### src/hdl/sas_pkg.sv
// Shared types, codes and constants of the suffix array substring search block.
// No dependencies; the files that use this package refer to it by scoped names.
package sas_pkg;

	// Default capacities of the text and pattern stores.
	localparam int TEXT_MAX_DEF    = 1023;
	localparam int PATTERN_MAX_DEF = 64;

	// Sort keys: zero is the sentinel, a byte b sorts as key b + 1.
	localparam int NKEYS = 257;
	localparam int KEY_W = 9;

	// Word widths fixed by the channel payload.
	localparam int RANK_W = 11;

	typedef enum logic [1:0] {
		ACT_TEXT  = 2'd0,
		ACT_BUILD = 2'd1,
		ACT_PAT   = 2'd2,
		ACT_QUERY = 2'd3
	} action_t;

	typedef enum logic [1:0] {
		STAT_OK       = 2'd0,
		STAT_TEXT_OVF = 2'd1,
		STAT_PAT_OVF  = 2'd2,
		STAT_NO_BUILD = 2'd3
	} status_t;

	typedef enum logic {
		KIND_BUILD = 1'b0,
		KIND_QUERY = 1'b1
	} kind_t;

	// Sequencer steps. Letters mark the memory access steps of one element.
	typedef enum logic [5:0] {
		ST_IDLE,
		ST_KCLR,
		ST_KCNT_A, ST_KCNT_B, ST_KCNT_C,
		ST_KSUM_A, ST_KSUM_B,
		ST_KPL_A, ST_KPL_B, ST_KPL_C,
		ST_CI_A, ST_CI_B, ST_CI_C,
		ST_SH_A, ST_SH_B,
		ST_BCLR,
		ST_BCNT_A, ST_BCNT_B, ST_BCNT_C,
		ST_BSUM_A, ST_BSUM_B,
		ST_BPL_A, ST_BPL_B, ST_BPL_C, ST_BPL_D,
		ST_CP_A, ST_CP_B,
		ST_RC_A, ST_RC_B, ST_RC_C, ST_RC_D,
		ST_CC_A, ST_CC_B,
		ST_BDONE,
		ST_QM, ST_QP, ST_QC1, ST_QC2,
		ST_QDONE
	} state_t;

	// Command from the controller to the datapath.
	typedef struct packed {
		state_t op;
		logic   accept;
	} cmd_t;

	// Status from the datapath to the controller.
	typedef struct packed {
		logic out_busy;
		logic built;
		logic last_i;
		logic last_k;
		logic n_gt1;
		logic dbl_lt_n;
		logic r_lt_l;
		logic j_eq_plen;
		logic pos_ge_n;
		logic cmp_eq;
	} stat_t;

endpackage

### src/hdl/sas_ctrl.sv
// Sequencer of the suffix array block: walks the sort passes and the search.
// Depends on sas_pkg for the step enum and the command and status structs.
module sas_ctrl (
	input  logic           clk,
	input  logic           arst_n,
	input  logic           in_valid,
	input  logic [1:0]     action,
	output logic           in_ready,
	input  sas_pkg::stat_t stat,
	output sas_pkg::cmd_t  cmd
);

	sas_pkg::state_t state_q, state_d;
	logic            accept;

	// A load word is taken even while a result waits; build and query need the slot.
	assign in_ready = (state_q == sas_pkg::ST_IDLE) &&
		(!stat.out_busy || action == sas_pkg::ACT_TEXT || action == sas_pkg::ACT_PAT);
	assign accept     = in_valid && in_ready;
	assign cmd.op     = state_q;
	assign cmd.accept = accept;

	// State register.
	always_ff @(posedge clk or negedge arst_n) begin
		if (!arst_n) begin
			state_q <= sas_pkg::ST_IDLE;
		end else begin
			state_q <= state_d;
		end
	end

	// Next state.
	always_comb begin
		state_d = state_q;
		unique case (state_q)
			sas_pkg::ST_IDLE: begin
				if (accept && action == sas_pkg::ACT_BUILD) begin
					state_d = sas_pkg::ST_KCLR;
				end else if (accept && action == sas_pkg::ACT_QUERY) begin
					state_d = stat.built ? sas_pkg::ST_QM : sas_pkg::ST_QDONE;
				end
			end
			sas_pkg::ST_KCLR: if (stat.last_k) state_d = sas_pkg::ST_KCNT_A;
			sas_pkg::ST_KCNT_A: state_d = sas_pkg::ST_KCNT_B;
			sas_pkg::ST_KCNT_B: state_d = sas_pkg::ST_KCNT_C;
			sas_pkg::ST_KCNT_C: begin
				state_d = stat.last_i ? sas_pkg::ST_KSUM_A : sas_pkg::ST_KCNT_A;
			end
			sas_pkg::ST_KSUM_A: state_d = sas_pkg::ST_KSUM_B;
			sas_pkg::ST_KSUM_B: begin
				state_d = stat.last_k ? sas_pkg::ST_KPL_A : sas_pkg::ST_KSUM_A;
			end
			sas_pkg::ST_KPL_A: state_d = sas_pkg::ST_KPL_B;
			sas_pkg::ST_KPL_B: state_d = sas_pkg::ST_KPL_C;
			sas_pkg::ST_KPL_C: begin
				state_d = stat.last_i ? sas_pkg::ST_CI_A : sas_pkg::ST_KPL_A;
			end
			sas_pkg::ST_CI_A: state_d = sas_pkg::ST_CI_B;
			sas_pkg::ST_CI_B: state_d = sas_pkg::ST_CI_C;
			sas_pkg::ST_CI_C: begin
				if (!stat.last_i) begin
					state_d = sas_pkg::ST_CI_A;
				end else begin
					state_d = stat.n_gt1 ? sas_pkg::ST_SH_A : sas_pkg::ST_BDONE;
				end
			end
			sas_pkg::ST_SH_A: state_d = sas_pkg::ST_SH_B;
			sas_pkg::ST_SH_B: begin
				state_d = stat.last_i ? sas_pkg::ST_BCLR : sas_pkg::ST_SH_A;
			end
			sas_pkg::ST_BCLR: if (stat.last_i) state_d = sas_pkg::ST_BCNT_A;
			sas_pkg::ST_BCNT_A: state_d = sas_pkg::ST_BCNT_B;
			sas_pkg::ST_BCNT_B: state_d = sas_pkg::ST_BCNT_C;
			sas_pkg::ST_BCNT_C: begin
				state_d = stat.last_i ? sas_pkg::ST_BSUM_A : sas_pkg::ST_BCNT_A;
			end
			sas_pkg::ST_BSUM_A: state_d = sas_pkg::ST_BSUM_B;
			sas_pkg::ST_BSUM_B: begin
				state_d = stat.last_i ? sas_pkg::ST_BPL_A : sas_pkg::ST_BSUM_A;
			end
			sas_pkg::ST_BPL_A: state_d = sas_pkg::ST_BPL_B;
			sas_pkg::ST_BPL_B: state_d = sas_pkg::ST_BPL_C;
			sas_pkg::ST_BPL_C: state_d = sas_pkg::ST_BPL_D;
			sas_pkg::ST_BPL_D: begin
				state_d = stat.last_i ? sas_pkg::ST_CP_A : sas_pkg::ST_BPL_A;
			end
			sas_pkg::ST_CP_A: state_d = sas_pkg::ST_CP_B;
			sas_pkg::ST_CP_B: begin
				state_d = stat.last_i ? sas_pkg::ST_RC_A : sas_pkg::ST_CP_A;
			end
			sas_pkg::ST_RC_A: state_d = sas_pkg::ST_RC_B;
			sas_pkg::ST_RC_B: state_d = sas_pkg::ST_RC_C;
			sas_pkg::ST_RC_C: state_d = sas_pkg::ST_RC_D;
			sas_pkg::ST_RC_D: begin
				state_d = stat.last_i ? sas_pkg::ST_CC_A : sas_pkg::ST_RC_A;
			end
			sas_pkg::ST_CC_A: state_d = sas_pkg::ST_CC_B;
			sas_pkg::ST_CC_B: begin
				if (!stat.last_i) begin
					state_d = sas_pkg::ST_CC_A;
				end else begin
					state_d = stat.dbl_lt_n ? sas_pkg::ST_SH_A : sas_pkg::ST_BDONE;
				end
			end
			sas_pkg::ST_BDONE: state_d = sas_pkg::ST_IDLE;
			sas_pkg::ST_QM: state_d = stat.r_lt_l ? sas_pkg::ST_QDONE : sas_pkg::ST_QP;
			sas_pkg::ST_QP: state_d = sas_pkg::ST_QC1;
			sas_pkg::ST_QC1: begin
				priority if (stat.j_eq_plen) begin
					state_d = sas_pkg::ST_QDONE;
				end else if (stat.pos_ge_n) begin
					state_d = sas_pkg::ST_QM;
				end else begin
					state_d = sas_pkg::ST_QC2;
				end
			end
			sas_pkg::ST_QC2: state_d = stat.cmp_eq ? sas_pkg::ST_QC1 : sas_pkg::ST_QM;
			sas_pkg::ST_QDONE: state_d = sas_pkg::ST_IDLE;
			default: state_d = sas_pkg::ST_IDLE;
		endcase
	end

endmodule

### config.mk
export PLATFORM = sky130hd
export DESIGN_NAME = sas_ctrl
export DESIGN_NICKNAME = d
export VERILOG_FILES = /design/src/hdl/sas_pkg.sv /design/src/hdl/sas_ctrl.sv
export SDC_FILE = /design/constraint.sdc
export NUM_CORES = 1
export LEC_CHECK = 0
export BUFFER_PORTS_ARGS = -buffer_cell sky130_fd_sc_hd__buf_4
export CAP_MARGIN = 25
export CORE_MARGIN = 1
export CORE_UTILIZATION = 50
export CTS_BUF_LIST = sky130_fd_sc_hd__clkbuf_16
export CTS_CLUSTER_SIZE = 30
export DETAILED_ROUTE_END_ITERATION = 12
export HOLD_SLACK_MARGIN = 0.03
export PLACE_DENSITY = 0.74
export SLEW_MARGIN = 20
export SYNTH_ARGS = -nofsm -noshare
export SYNTH_HDL_FRONTEND = slang
export SYNTH_SLANG_ARGS = --single-unit
### constraint.sdc
create_clock -name clk -period 2.1 [get_ports clk]
set_input_delay 0.21 -clock clk [delete_from_list [all_inputs] [get_ports clk]]
set_output_delay 0.21 -clock clk [all_outputs]
set_load 0.005 [all_outputs]
Word-level counts from Yosys, hierarchy flattened
Index checks and enable logic that the tools add are counted.
Widths: inputs -> output; s select.
- register bits after elaboration: 6
- latch bits: 0
- ROM bits: 0
- RAM bits: 0
- memories kept: 0
- reductions and logical operators: 10
- equality and inequality tests: 42
- bitwise gates (word level): 0
- $lt $le $gt $ge: 0
- shift operators: 0
- multipliers: 0
- div/mod/pow operators: 0
- add/sub/neg operators: 0
- muxes and demuxes: 23
- operator list (kind ; count):
    $pmux 6 s37 ; 1
    $eq 6x5->1 const B ; 16
    $eq 6x4->1 const B ; 8
    $mux 6 ; 8
    $eq 6x6->1 const B ; 5
    $eq 6x3->1 const B ; 4
    $mux 3 ; 8
    $eq 6x2->1 const B ; 2
    $mux 2 ; 4
    $mux 4 ; 2
    $eq 6x1->1 const B ; 1
    $logic_not 6->1 ; 1
    $eq 2x2->1 const B ; 2
    $logic_and 1x1->1 ; 4
    $ne 2x2->1 const B ; 2
    $ne 3x1->1 const B ; 1
    $reduce_and 3->1 ; 1
    $eq 2x1->1 const B ; 1
    $logic_not 2->1 ; 1
    $logic_or 1x1->1 ; 2
    $logic_not 1->1 ; 1

Longest topological paths before layout
Gate-level depths: netlist of run 1.
- depth in word-level cells: 9
- gate-level depth with buffers: 8

Worst setup path after synthesis of run 1
OpenSTA, ideal clock, no wires.
- path kind: reg2out
- from: register state_q[1]
- to: output cmd[0] in the netlist's numbering
- cell stages (with the launch flop): 6
- data required time: 1.890 ns
- arrival time: 1.630 ns
- path buffers: 2
- path slack: 0.260 ns
- path through: dfrtp_1 buf_2 or4_4 a2111oi_4 and2_1 buf_4
- cells in the longest elaborated chain, start to end: 3
- ends and longest elaborated chain (what ; RTL line ; RTL):
    start: declaration ; sas_ctrl.sv:13 ; sas_pkg::state_t state_q, state_d;
    start signal: assignment ; sas_ctrl.sv:26 ; state_q <= sas_pkg::ST_IDLE;
    start signal: assignment ; sas_ctrl.sv:28 ; state_q <= state_d;
    $logic_not 6->1 ; sas_ctrl.sv:17 ; assign in_ready = (state_q == sas_pkg::ST_IDLE) &&
    $logic_and 1x1->1 ; sas_ctrl.sv:17 ;
    via in_ready ; sas_ctrl.sv:8 ; output logic in_ready,
    $logic_and 1x1->1 ; sas_ctrl.sv:19 ; assign accept = in_valid && in_ready;
    end: declaration ; sas_ctrl.sv:10 ; output sas_pkg::cmd_t cmd
The timed path passes the listed nets, and every way through them passes these cells.

Worst setup path in the final report of run 1
- from: register state_q[5]
- to: register state_q[2]
- cells in the longest elaborated chain, start to end: 6
- elaborated cells between the ends (all ways): 47
- classes of those cells: eq/ne (39); mux (2); reduce/logical (6)
- ends and longest elaborated chain (what ; RTL line):
    $logic_not 6->1 ; sas_ctrl.sv:17, sas_ctrl.sv:35
    $logic_and 1x1->1 ; sas_ctrl.sv:17
    $logic_and 1x1->1 ; sas_ctrl.sv:19
    $logic_and 1x1->1, on equally long branches ; sas_ctrl.sv:37, sas_ctrl.sv:39
    $mux 6 or $ne 3x1->1 (tied branches) ; -
    $pmux 6 s37 or $reduce_and 3->1 (tied branches) ; -
Several ways; a longest one is shown, not always the timed one.
A chain may end at the register's enable or synchronous reset.

==> results of run 1 <==
routing by layer:
| layer | vias up | part of all wire, % | GRT usage (%) |
|---|---|---|---|
| met1 | 600 | 42 | 43.1 |
| met2 | 85 | 47 | 51.6 |
| met4 | 0 | 2.5 | 15.2 |
| met5 | - | 0 | 0 |
| met3 | 10 | 9.0 | 5.66 |
| li1 | 622 | - | - |
cell families (layout without fill, tap and decap cells):
logic type,after synthesis,after routing
AO/OA/AOI/OAI,48,48
XOR/XNOR,4,4
AND/OR/NAND/NOR,71,71
multiplexers,2,2
flip-flops,6,6
buffers and inverters,20,43
cell type report:
type                       count  area, µm²
multi-input combinational    125        845
inverter                       4       15.0
clock buffer                   3       75.1
tap                           27       33.8
timing repair buffer          36        273
sequential                     6        151
fill                         168        609
report_power, final:
group	total (W)	switching, W	internal, W
Combinational	0.00147	0.000839	0.000628
Clock	0.000306	0.0000621	0.000244
Sequential	0.000246	0.0000772	0.000169
placed cells by master (no fill, tap or decap), types with 2 or more instances in the layout:
cell type	netlist	final
a2111oi_0	2	2
a211o_1	2	2
a21oi_1	11	11
a32oi_1	5	5
a41oi_1	2	2
buf_4	1	35
clkbuf_16	0	3
dfrtp_1	6	5
inv_1	4	4
nand2_1	10	10
nand2b_1	6	6
nand3_1	2	2
nand3b_1	3	3
nand4b_1	3	3
nor2_1	14	14
nor2b_1	6	6
nor3_1	8	8
nor4_1	2	2
nor4b_1	3	2
o211ai_1	2	2
o21ai_0	11	11
or3_1	4	4
xor2_1	4	4
worst register-to-register path: stages (launching register included):
cell	delay, ps
dfrtp_2	430
or4_4	570
buf_4	180
nor3_2	160
nand2_1	130
o221a_2	260
a32oi_1	190
what timing repair did:
action / 4_1_cts / 5_1_grt
hold buffers: 1 / 0
buffers inserted: 1 / 0
hold endpoints to repair: 6 / 0
pin swaps: 1 / 1
setup endpoints to repair: 1 / 2
gates resized for setup: 1 / 2
per-stage QoR:
step | utilization, % | instance area [µm²] | power, W
after floorplan | - | 1080 | 0.00121
after global placement | 64.4 | 1290 | 0.00162
after detailed placement | 64.4 | 1290 | 0.00163
after CTS | 69.1 | 1380 | 0.00197
after global routing | 69.6 | 1390 | 0.00217
final | 69.6 | 1390 | 0.00202
synthesized netlist by cell type (all sizes together), types with 2 or more instances:
cell     number
inv           4
nor4b         3
or3           4
nor4          2
a2111oi       4
a32oi         5
a211o         2
nand3b        3
dfrtp         6
nor2b         6
o21ai        11
or4           2
xor2          4
buf          10
nand3         2
nor2         14
a41oi         2
nand2        10
nand4b        3
nor3          9
a21oi        11
clkbuf        6
nand2b        6
o211ai        2
worst min-delay path by stage:
stage / from / end / slack [ps] / cells after the start
floorplan: arst_n / state_q[0]$_DFFE_PN0P_ / -90 / 0
global placement: arst_n / state_q[4]$_DFFE_PN0P_ / 20 / 1
detailed placement: arst_n / state_q[5]$_DFFE_PN0P_ / 20 / 1
CTS: stat[5] / state_q[3]$_DFFE_PN0P_ / 270 / 3
global route: stat[5] / state_q[3]$_DFFE_PN0P_ / 300 / 3
finish: stat[5] / state_q[3]$_DFFE_PN0P_ / 270 / 3
==> results.ini, run 1 <==
[critical_path]
critPathCapture = state_q[2]$_DFFE_PN0P_
r2r-end = state_q[2]$_DFFE_PN0P_
critical_path_class = register to register
path_depth = 6
worstSetupStartpoint = state_q[5]$_DFFE_PN0P_
r2r_start = state_q[5]$_DFFE_PN0P_
slowest_stage = or4_4
critPathMaxFanout = 6
critical_path.top_delay_family = simple AND/OR/NAND/NOR gates
crit_required_ps = 2240
critPathLaunchType = register
ff2ff_setup_slack_ps = 80
cpPeakStageDelay_ps = 570
worstPathArrival_ps = 2150
cp-end-kind = register
crit_chain = or4_4, buf_4, nor3_2, nand2_1, o221a_2, a32oi_1
cp_num_buf_inv = 1
reg2reg_depth = 6

[cells_and_area]
largest_register_ff_count = 6
n_antenna_cell = 0
drive_above_1_share_pct = 28.2
area_delta_synth_final_pct = 29.4
reg.largest.list = state_q x6
num-nets-final = 191
top_register = state_q
instances_no_fill = 201

[synthesis]
synth_top_family_by_area = simple AND/OR/NAND/NOR gates
synth_cell_types = 49
ys.warnings.count = 0
synth_area_leaders = dfrtp_1 14%, a21oi_1 5.1%, o21ai_0 5.1%
synth_adder_area_share_pct = 0
syn_area_mm2 = 0.00108
syn_inst = 151
synth_xor_area_share_pct = 3.26
yosysTopAreaCellShare_pct = 14.0
synth_nets = 166
muxShareOfSynthArea_pct = 1.98
synth_flop_cell = dfrtp_1
async_flop_share_pct = 100
postSynthAreaPerCell_um2 = 7.13
synth_seq_cells = 6
synth-simple-area-share_pct = 39.3
synth_compound_area_share_pct = 33.1
ys_seq_area_share_pct = 14.0
synth-edff-count = 0
synth_top_cell_by_area = dfrtp_1

[power_and_ir_drop]
vdd_ir_drop_max_v = 0.000682
power.density_mw_per_mm2 = 1450
p_leak_nw = 0.544

[sta]
maxSlewViolCount = 0
rsz0062_at_grt = false
whs_ps = 269
slew_headroom_pct = 68.5
post-route-period-util_pct = 96.1
tightest_slew_ps = 461
hold_viol = 0
setup-tns-final_ps = 0
worst_slack_ps = 81.8
fmax_mhz = 495
layout_min_cycle_time_ps = 2020
clock_skew_ps = 1.57
setup_violations = 0

[global_route]
antenna_found_initial = 0
grt_pass1_wl_mm = 5.84
grt_pass1_vias = 1225
grt_overflow_total = 0
grt_usage_pct = 32.6
grt_max_degree = 19

[route]
vias = 1317
routed_wl_mm = 3.50
routedWlPerCell_um = 17.4
drc = 0
drt_iter0_drc = 66
antenna_left = 0
firstDrtPassIters = 4
via_per_inst = 6.55

[placement]
portBuffers = 22
dp_hpwl_mm = 2.54
dp_cells = 196
gp_congestion = 0.946
dp_slack_ps = 197

[clock_tree]
cts_tree = built
cts_made_buffers = 3
cts_max_path_buffers = 2
clk_pin_slew_ps = 30
cts_sinks = 6
htreeDepth = 1
cts_root_buf = clkbuf_16
insertion_delay_ps = 230

[die]
dieArea_mm2 = 0.00234
core_mm2 = 0.00200
die_h_um = 48.4
die_x_um = 48.4
start_util_pct = 53.8
num_rows = 16
ios = 23

[outcome]
status = complete, no violations

[min_path]
hold_path_class = primary input to register

[job]
drv_cap = 0

Note: power is estimated with default switching activity, not from simulation.
==> inputs of run 2 (changes only) <==
--- a/config.mk
+++ b/config.mk
@@ -7,2 +7,3 @@
 export LEC_CHECK = 0
+export ABC_AREA = 0
 export BUFFER_PORTS_ARGS = -buffer_cell sky130_fd_sc_hd__buf_4
@@ -16,2 +17,3 @@
 export PLACE_DENSITY = 0.74
+export SKIP_CTS_REPAIR_TIMING = 1
 export SLEW_MARGIN = 20
==> constraint.sdc (replaced) <==
create_clock -name clk -period 2.1 [get_ports clk]
set_input_delay 0.105 -clock clk [delete_from_list [all_inputs] [get_ports clk]]
set_output_delay 0.105 -clock clk [all_outputs]
set_load 0.005 [all_outputs]
==> results.ini, run 2 (synthesized netlist as in run 1, its figures left out) <==
[outcome]
status = complete, no violations  ; unchanged

[route]
antenna_left = 0  ; unchanged
via_per_inst = 6.65  ; was 6.55
routed_wl_mm = 3.52  ; was 3.50 mm
routedWlPerCell_um = 17.7  ; was 17.4 µm
firstDrtPassIters = 5  ; was 4
drt_iter0_drc = 89  ; was 66
vias = 1324  ; was 1317
drc = 0  ; unchanged

[sta]
setup-tns-final_ps = 0  ; unchanged
post-route-period-util_pct = 96.8  ; was 96.1%
rsz0062_at_grt = false  ; unchanged
slew_headroom_pct = 69.9  ; was 68.5%
tightest_slew_ps = 440  ; was 461 ps
whs_ps = 179  ; was 269 ps
fmax_mhz = 492  ; was 495 MHz
setup_violations = 0  ; unchanged
hold_viol = 0  ; unchanged
clock_skew_ps = 0.936  ; was 1.57 ps
maxSlewViolCount = 0  ; unchanged
layout_min_cycle_time_ps = 2030  ; was 2020 ps

[cells_and_area]
num-nets-final = 189  ; was 191
n_antenna_cell = 0  ; unchanged
area_delta_synth_final_pct = 27.1  ; was 29.4%
largest_register_ff_count = 6  ; unchanged
top_register = state_q  ; unchanged
reg.largest.list = state_q x6  ; unchanged
instances_no_fill = 199  ; was 201
final_common_cell = buf_4  ; unchanged
final_cell_mix = 33 x buf_4, 14 x nor2_1, 11 x o21ai_0, 11 x a21oi_1, 10 x nand2_1  ; was 35 x buf_4, 14 x nor2_1, 11 x o21ai_0, 11 x a21oi_1, 10 x nand2_1
utilization_pct = 68.3  ; was 69.6%
drive_above_1_share_pct = 25.6  ; was 28.2%

[die]
dieArea_mm2 = 0.00234  ; unchanged
ios = 23  ; unchanged
die_h_um = 48.4  ; unchanged
num_rows = 16  ; unchanged
start_util_pct = 53.8  ; unchanged
die_x_um = 48.4  ; unchanged
core_mm2 = 0.00200  ; unchanged

[clock_tree]
cts_tree = built  ; unchanged
clk_pin_slew_ps = 40  ; was 30 ps
htreeDepth = 1  ; unchanged
cts_sinks = 6  ; unchanged
insertion_delay_ps = 230  ; about the same
cts_max_path_buffers = 2  ; unchanged
cts_root_buf = clkbuf_16  ; unchanged
cts_made_buffers = 3  ; unchanged

[global_route]
antenna_found_initial = 0  ; unchanged
grt_max_degree = 20  ; was 19
grt_overflow_total = 0  ; unchanged
grt_usage_pct = 31.0  ; was 32.6%
grt_pass1_vias = 1163  ; was 1225
grt_pass1_wl_mm = 5.68  ; was 5.84 mm

[critical_path]
critPathLaunchType = register  ; unchanged
critPathMaxFanout = 6  ; unchanged
critical_path_class = register to output port  ; was register to register
crit_required_ps = 2000  ; was 2240 ps
cp-end-kind = output port  ; was register
worstPathArrival_ps = 1930  ; was 2150 ps

[job]
drv_cap = 0  ; unchanged

[power_and_ir_drop]
p_leak_nw = 0.532  ; was 0.544 nW
power.density_mw_per_mm2 = 1450  ; about the same
vdd_ir_drop_max_v = 0.000713  ; was 0.000682 V

[min_path]
hold_path_class = primary input to register  ; unchanged

[placement]
portBuffers = 22  ; unchanged
dp_cells = 194  ; was 196
gp_congestion = 0.954  ; was 0.946
dp_hpwl_mm = 2.54  ; about the same

run 2: final cells by class:
class | instances | area (µm²)
Multi-Input combinational cell | 125 | 836
Fill cell | 181 | 634
Timing Repair Buffer | 34 | 258
Sequential cell | 6 | 150
Clock buffer | 3 | 75.1
Tap cell | 27 | 33.8
Inverter | 4 | 15.0
run 2: path summary, 6_finish.rpt:
kind / from / slack [ps] / to / depth (start not counted)
setup / recovery: state_q[5]$_DFFE_PN0P_ / 70 / cmd[0] / 4
hold / removal: stat[5] / 180 / state_q[3]$_DFFE_PN0P_ / 3
setup reg to reg: state_q[3]$_DFFE_PN0P_ / 170 / state_q[2]$_DFFE_PN0P_ / 5
hold reg to reg: state_q[0]$_DFFE_PN0P_ / 780 / state_q[0]$_DFFE_PN0P_ / 3
max in group asynchronous: arst_n / 1710 / state_q[2]$_DFFE_PN0P_ / 2
min in group asynchronous: arst_n / 270 / state_q[1]$_DFFE_PN0P_ / 2
run 2: critical path: stages, from the launching register on:
cell and delay, ps:
dfrtp_1 440, or4_4 590, a2111oi_4 350, and2_1 200
buf_4 110
run 2: stage by stage:
step | area, µm² | setup slack (ps) | power, W
final | 1370 | 67.1 | 0.00198
after CTS | 1350 | 40.9 | 0.00193
after global placement | 1270 | 213 | 0.00159
after global routing | 1370 | 2.24 | 0.00212
after detailed placement | 1270 | 214 | 0.00161
after floorplan | 1080 | 356 | 0.00121
run 2: where the power goes:
part	internal, W	total [W]	switching [W]
Sequential	0.000168	0.000231	0.0000628
Combinational	0.000612	0.00144	0.000829
Clock	0.000245	0.000313	0.0000679
run 2: routing by layer:
| layer | up-vias | global-route usage (%) | part of all wire (%) |
|---|---|---|---|
| met4 | 0 | 14.2 | 2.6 |
| met1 | 610 | 42.0 | 42 |
| met2 | 82 | 49.3 | 47 |
| met5 | - | 0 | 0 |
| li1 | 622 | - | - |
| met3 | 10 | 3.46 | 8.5 |
==> inputs of run 3 (changes only) <==
--- a/constraint.sdc
+++ b/constraint.sdc
@@ -3,2 +3,2 @@
 set_output_delay 0.105 -clock clk [all_outputs]
-set_load 0.005 [all_outputs]
+set_load 0.02 [all_outputs]
==> results.ini, run 3 (synthesized netlist as in run 1, its figures left out) <==
[placement]
portBuffers = 22  ; unchanged
dp_cells = 195  ; was 194
dp_hpwl_mm = 2.59  ; was 2.54 mm
gp_congestion = 0.914  ; was 0.954
dp_slack_ps = 196  ; was 214 ps
post_dp_cell_area_mm2 = 0.00128  ; was 0.00127 mm²

[cells_and_area]
final_common_cell = buf_4  ; unchanged
top_register = state_q  ; unchanged
fillCellCount = 178  ; was 181
drive_above_1_share_pct = 26.2  ; was 25.6%
instances_no_fill = 199  ; unchanged
n_antenna_cell = 0  ; unchanged
num-nets-final = 189  ; unchanged
area_delta_synth_final_pct = 27.3  ; was 27.1%
utilization_pct = 68.4  ; was 68.3%
multi_input_area_um2 = 838  ; was 836 µm²
final_cell_mix = 33 x buf_4, 14 x nor2_1, 11 x o21ai_0, 11 x a21oi_1, 10 x nand2_1  ; unchanged
regArea_um2 = 150  ; unchanged
largest_register_ff_count = 6  ; unchanged
reg.largest.list = state_q x6  ; unchanged
final_area_mm2 = 0.00137  ; about the same

[clock_tree]
clk_pin_slew_ps = 30  ; was 40 ps
cts_made_buffers = 3  ; unchanged
cts_root_buf = clkbuf_16  ; unchanged
insertion_delay_ps = 230  ; about the same
htreeDepth = 1  ; unchanged
cts_max_path_buffers = 2  ; unchanged
cts_sinks = 6  ; unchanged
cts_tree = built  ; unchanged

[sta]
setup_violations = 0  ; unchanged
worst_slack_ps = 141  ; was 67.1 ps
layout_min_cycle_time_ps = 1960  ; was 2030 ps
tightest_slew_ps = 494  ; was 440 ps
slew_headroom_pct = 66.2  ; was 69.9%
post-route-period-util_pct = 93.3  ; was 96.8%
hold_viol = 0  ; unchanged
clock_skew_ps = 1.05  ; was 0.936 ps
rsz0062_at_grt = false  ; unchanged
maxSlewViolCount = 0  ; unchanged
fmax_mhz = 510  ; was 492 MHz

[critical_path]
cp-end-kind = register  ; was output port
critPathLaunchType = register  ; unchanged
critPathMaxFanout = 6  ; unchanged
critical_path_class = register to register  ; was register to output port
crit_required_ps = 2240  ; was 2000 ps
worstPathArrival_ps = 2100  ; was 1930 ps

[route]
routedWlPerCell_um = 18.0  ; was 17.7 µm
drc = 0  ; unchanged
antenna_left = 0  ; unchanged
via_per_inst = 6.66  ; was 6.65
firstDrtPassIters = 5  ; unchanged
routed_wl_mm = 3.59  ; was 3.52 mm
drt_iter0_drc = 81  ; was 89
vias = 1325  ; was 1324

[outcome]
status = complete, no violations  ; unchanged

[global_route]
grt_overflow_total = 0  ; unchanged
grt_usage_pct = 33.5  ; was 31.0%
antenna_found_initial = 0  ; unchanged
grt_max_degree = 20  ; unchanged
grt_pass1_vias = 1244  ; was 1163
grt_pass1_wl_mm = 6.09  ; was 5.68 mm

[die]
ios = 23  ; unchanged
die_h_um = 48.4  ; unchanged
core_mm2 = 0.00200  ; unchanged
num_rows = 16  ; unchanged
dieArea_mm2 = 0.00234  ; unchanged
die_x_um = 48.4  ; unchanged
start_util_pct = 53.8  ; unchanged

[min_path]
hold_path_class = primary input to register  ; unchanged

[power_and_ir_drop]
clkPwrFrac_pct = 15.2  ; was 15.8%
p_leak_nw = 0.535  ; was 0.532 nW
power.density_mw_per_mm2 = 1500  ; was 1450 mW/mm²
power.internal_w = 0.00102  ; about the same
switchingPower_w = 0.00104  ; was 0.000960 W
p_sw_share_pct = 50.4  ; was 48.4%
seq_power_share_pct = 11.1  ; was 11.6%
vdd_ir_drop_max_v = 0.000782  ; was 0.000713 V
finalPower_w = 0.00206  ; was 0.00198 W
pwr-share-comb_pct = 73.7  ; was 72.6%

[job]
drv_cap = 0  ; unchanged

[run 3: final cells by class]
| class | count | share of cell area (%) |
|---|---|---|
| timing repair buffer | 34 | 18.8 |
| multi-input combinational | 125 | 61.2 |
| inverter | 4 | 1.10 |
| sequential | 6 | 11.0 |
| clock buffer | 3 | 5.48 |
| tap | 27 | 2.47 |
[run 3: routing by layer]
metal / global-route usage (%) / up-vias / wire length, µm
li1: - / 618 / -
met1: 44.3 / 628 / 1450
met2: 53.3 / 72 / 1760
met3: 5.35 / 7 / 318
met4: 15.7 / 0 / 66
met5: 0 / - / 0
[run 3: stage by stage]
step | hold WS (ps) | TNS [ps]
floorplan | -191 | 0
global placement | -84.6 | 0
detailed placement | -83.9 | 0
CTS | -319 | -13.5
global route | 233 | 0
finish | 194 | 0
[run 3: worst paths after layout]
| path | from | to | slack [ps] | depth (start not counted) |
|---|---|---|---|---|
| worst max-delay path | state_q[4]$_DFFE_PN0P_ | state_q[2]$_DFFE_PN0P_ | 140 | 5 |
| worst min-delay path | stat[5] | state_q[3]$_DFFE_PN0P_ | 190 | 3 |
| worst max register to register | state_q[4]$_DFFE_PN0P_ | state_q[2]$_DFFE_PN0P_ | 140 | 5 |
| worst min register to register | state_q[5]$_DFFE_PN0P_ | state_q[3]$_DFFE_PN0P_ | 750 | 2 |
| max in group asynchronous | arst_n | state_q[0]$_DFFE_PN0P_ | 1740 | 2 |
| min in group asynchronous | arst_n | state_q[2]$_DFFE_PN0P_ | 240 | 2 |
[run 3: worst max-delay path: stages (launching register included)]
cell,delay (ps)
dfrtp_1,440
or4_4,580
nor4b_1,410
nor4b_1,120
o221a_2,140
a32oi_1,180
[run 3: power groups by stage]
stage | sequential [W] | combinational, W | clock (W)
2_1_floorplan | 0.000266 | 0.00101 | 0
3_3_place_gp | 0.000226 | 0.00144 | 0
3_5_place_dp | 0.000227 | 0.00147 | 0
4_1_cts | 0.000226 | 0.00148 | 0.000310
5_1_grt | 0.000234 | 0.00165 | 0.000321
6_report | 0.000228 | 0.00152 | 0.000312
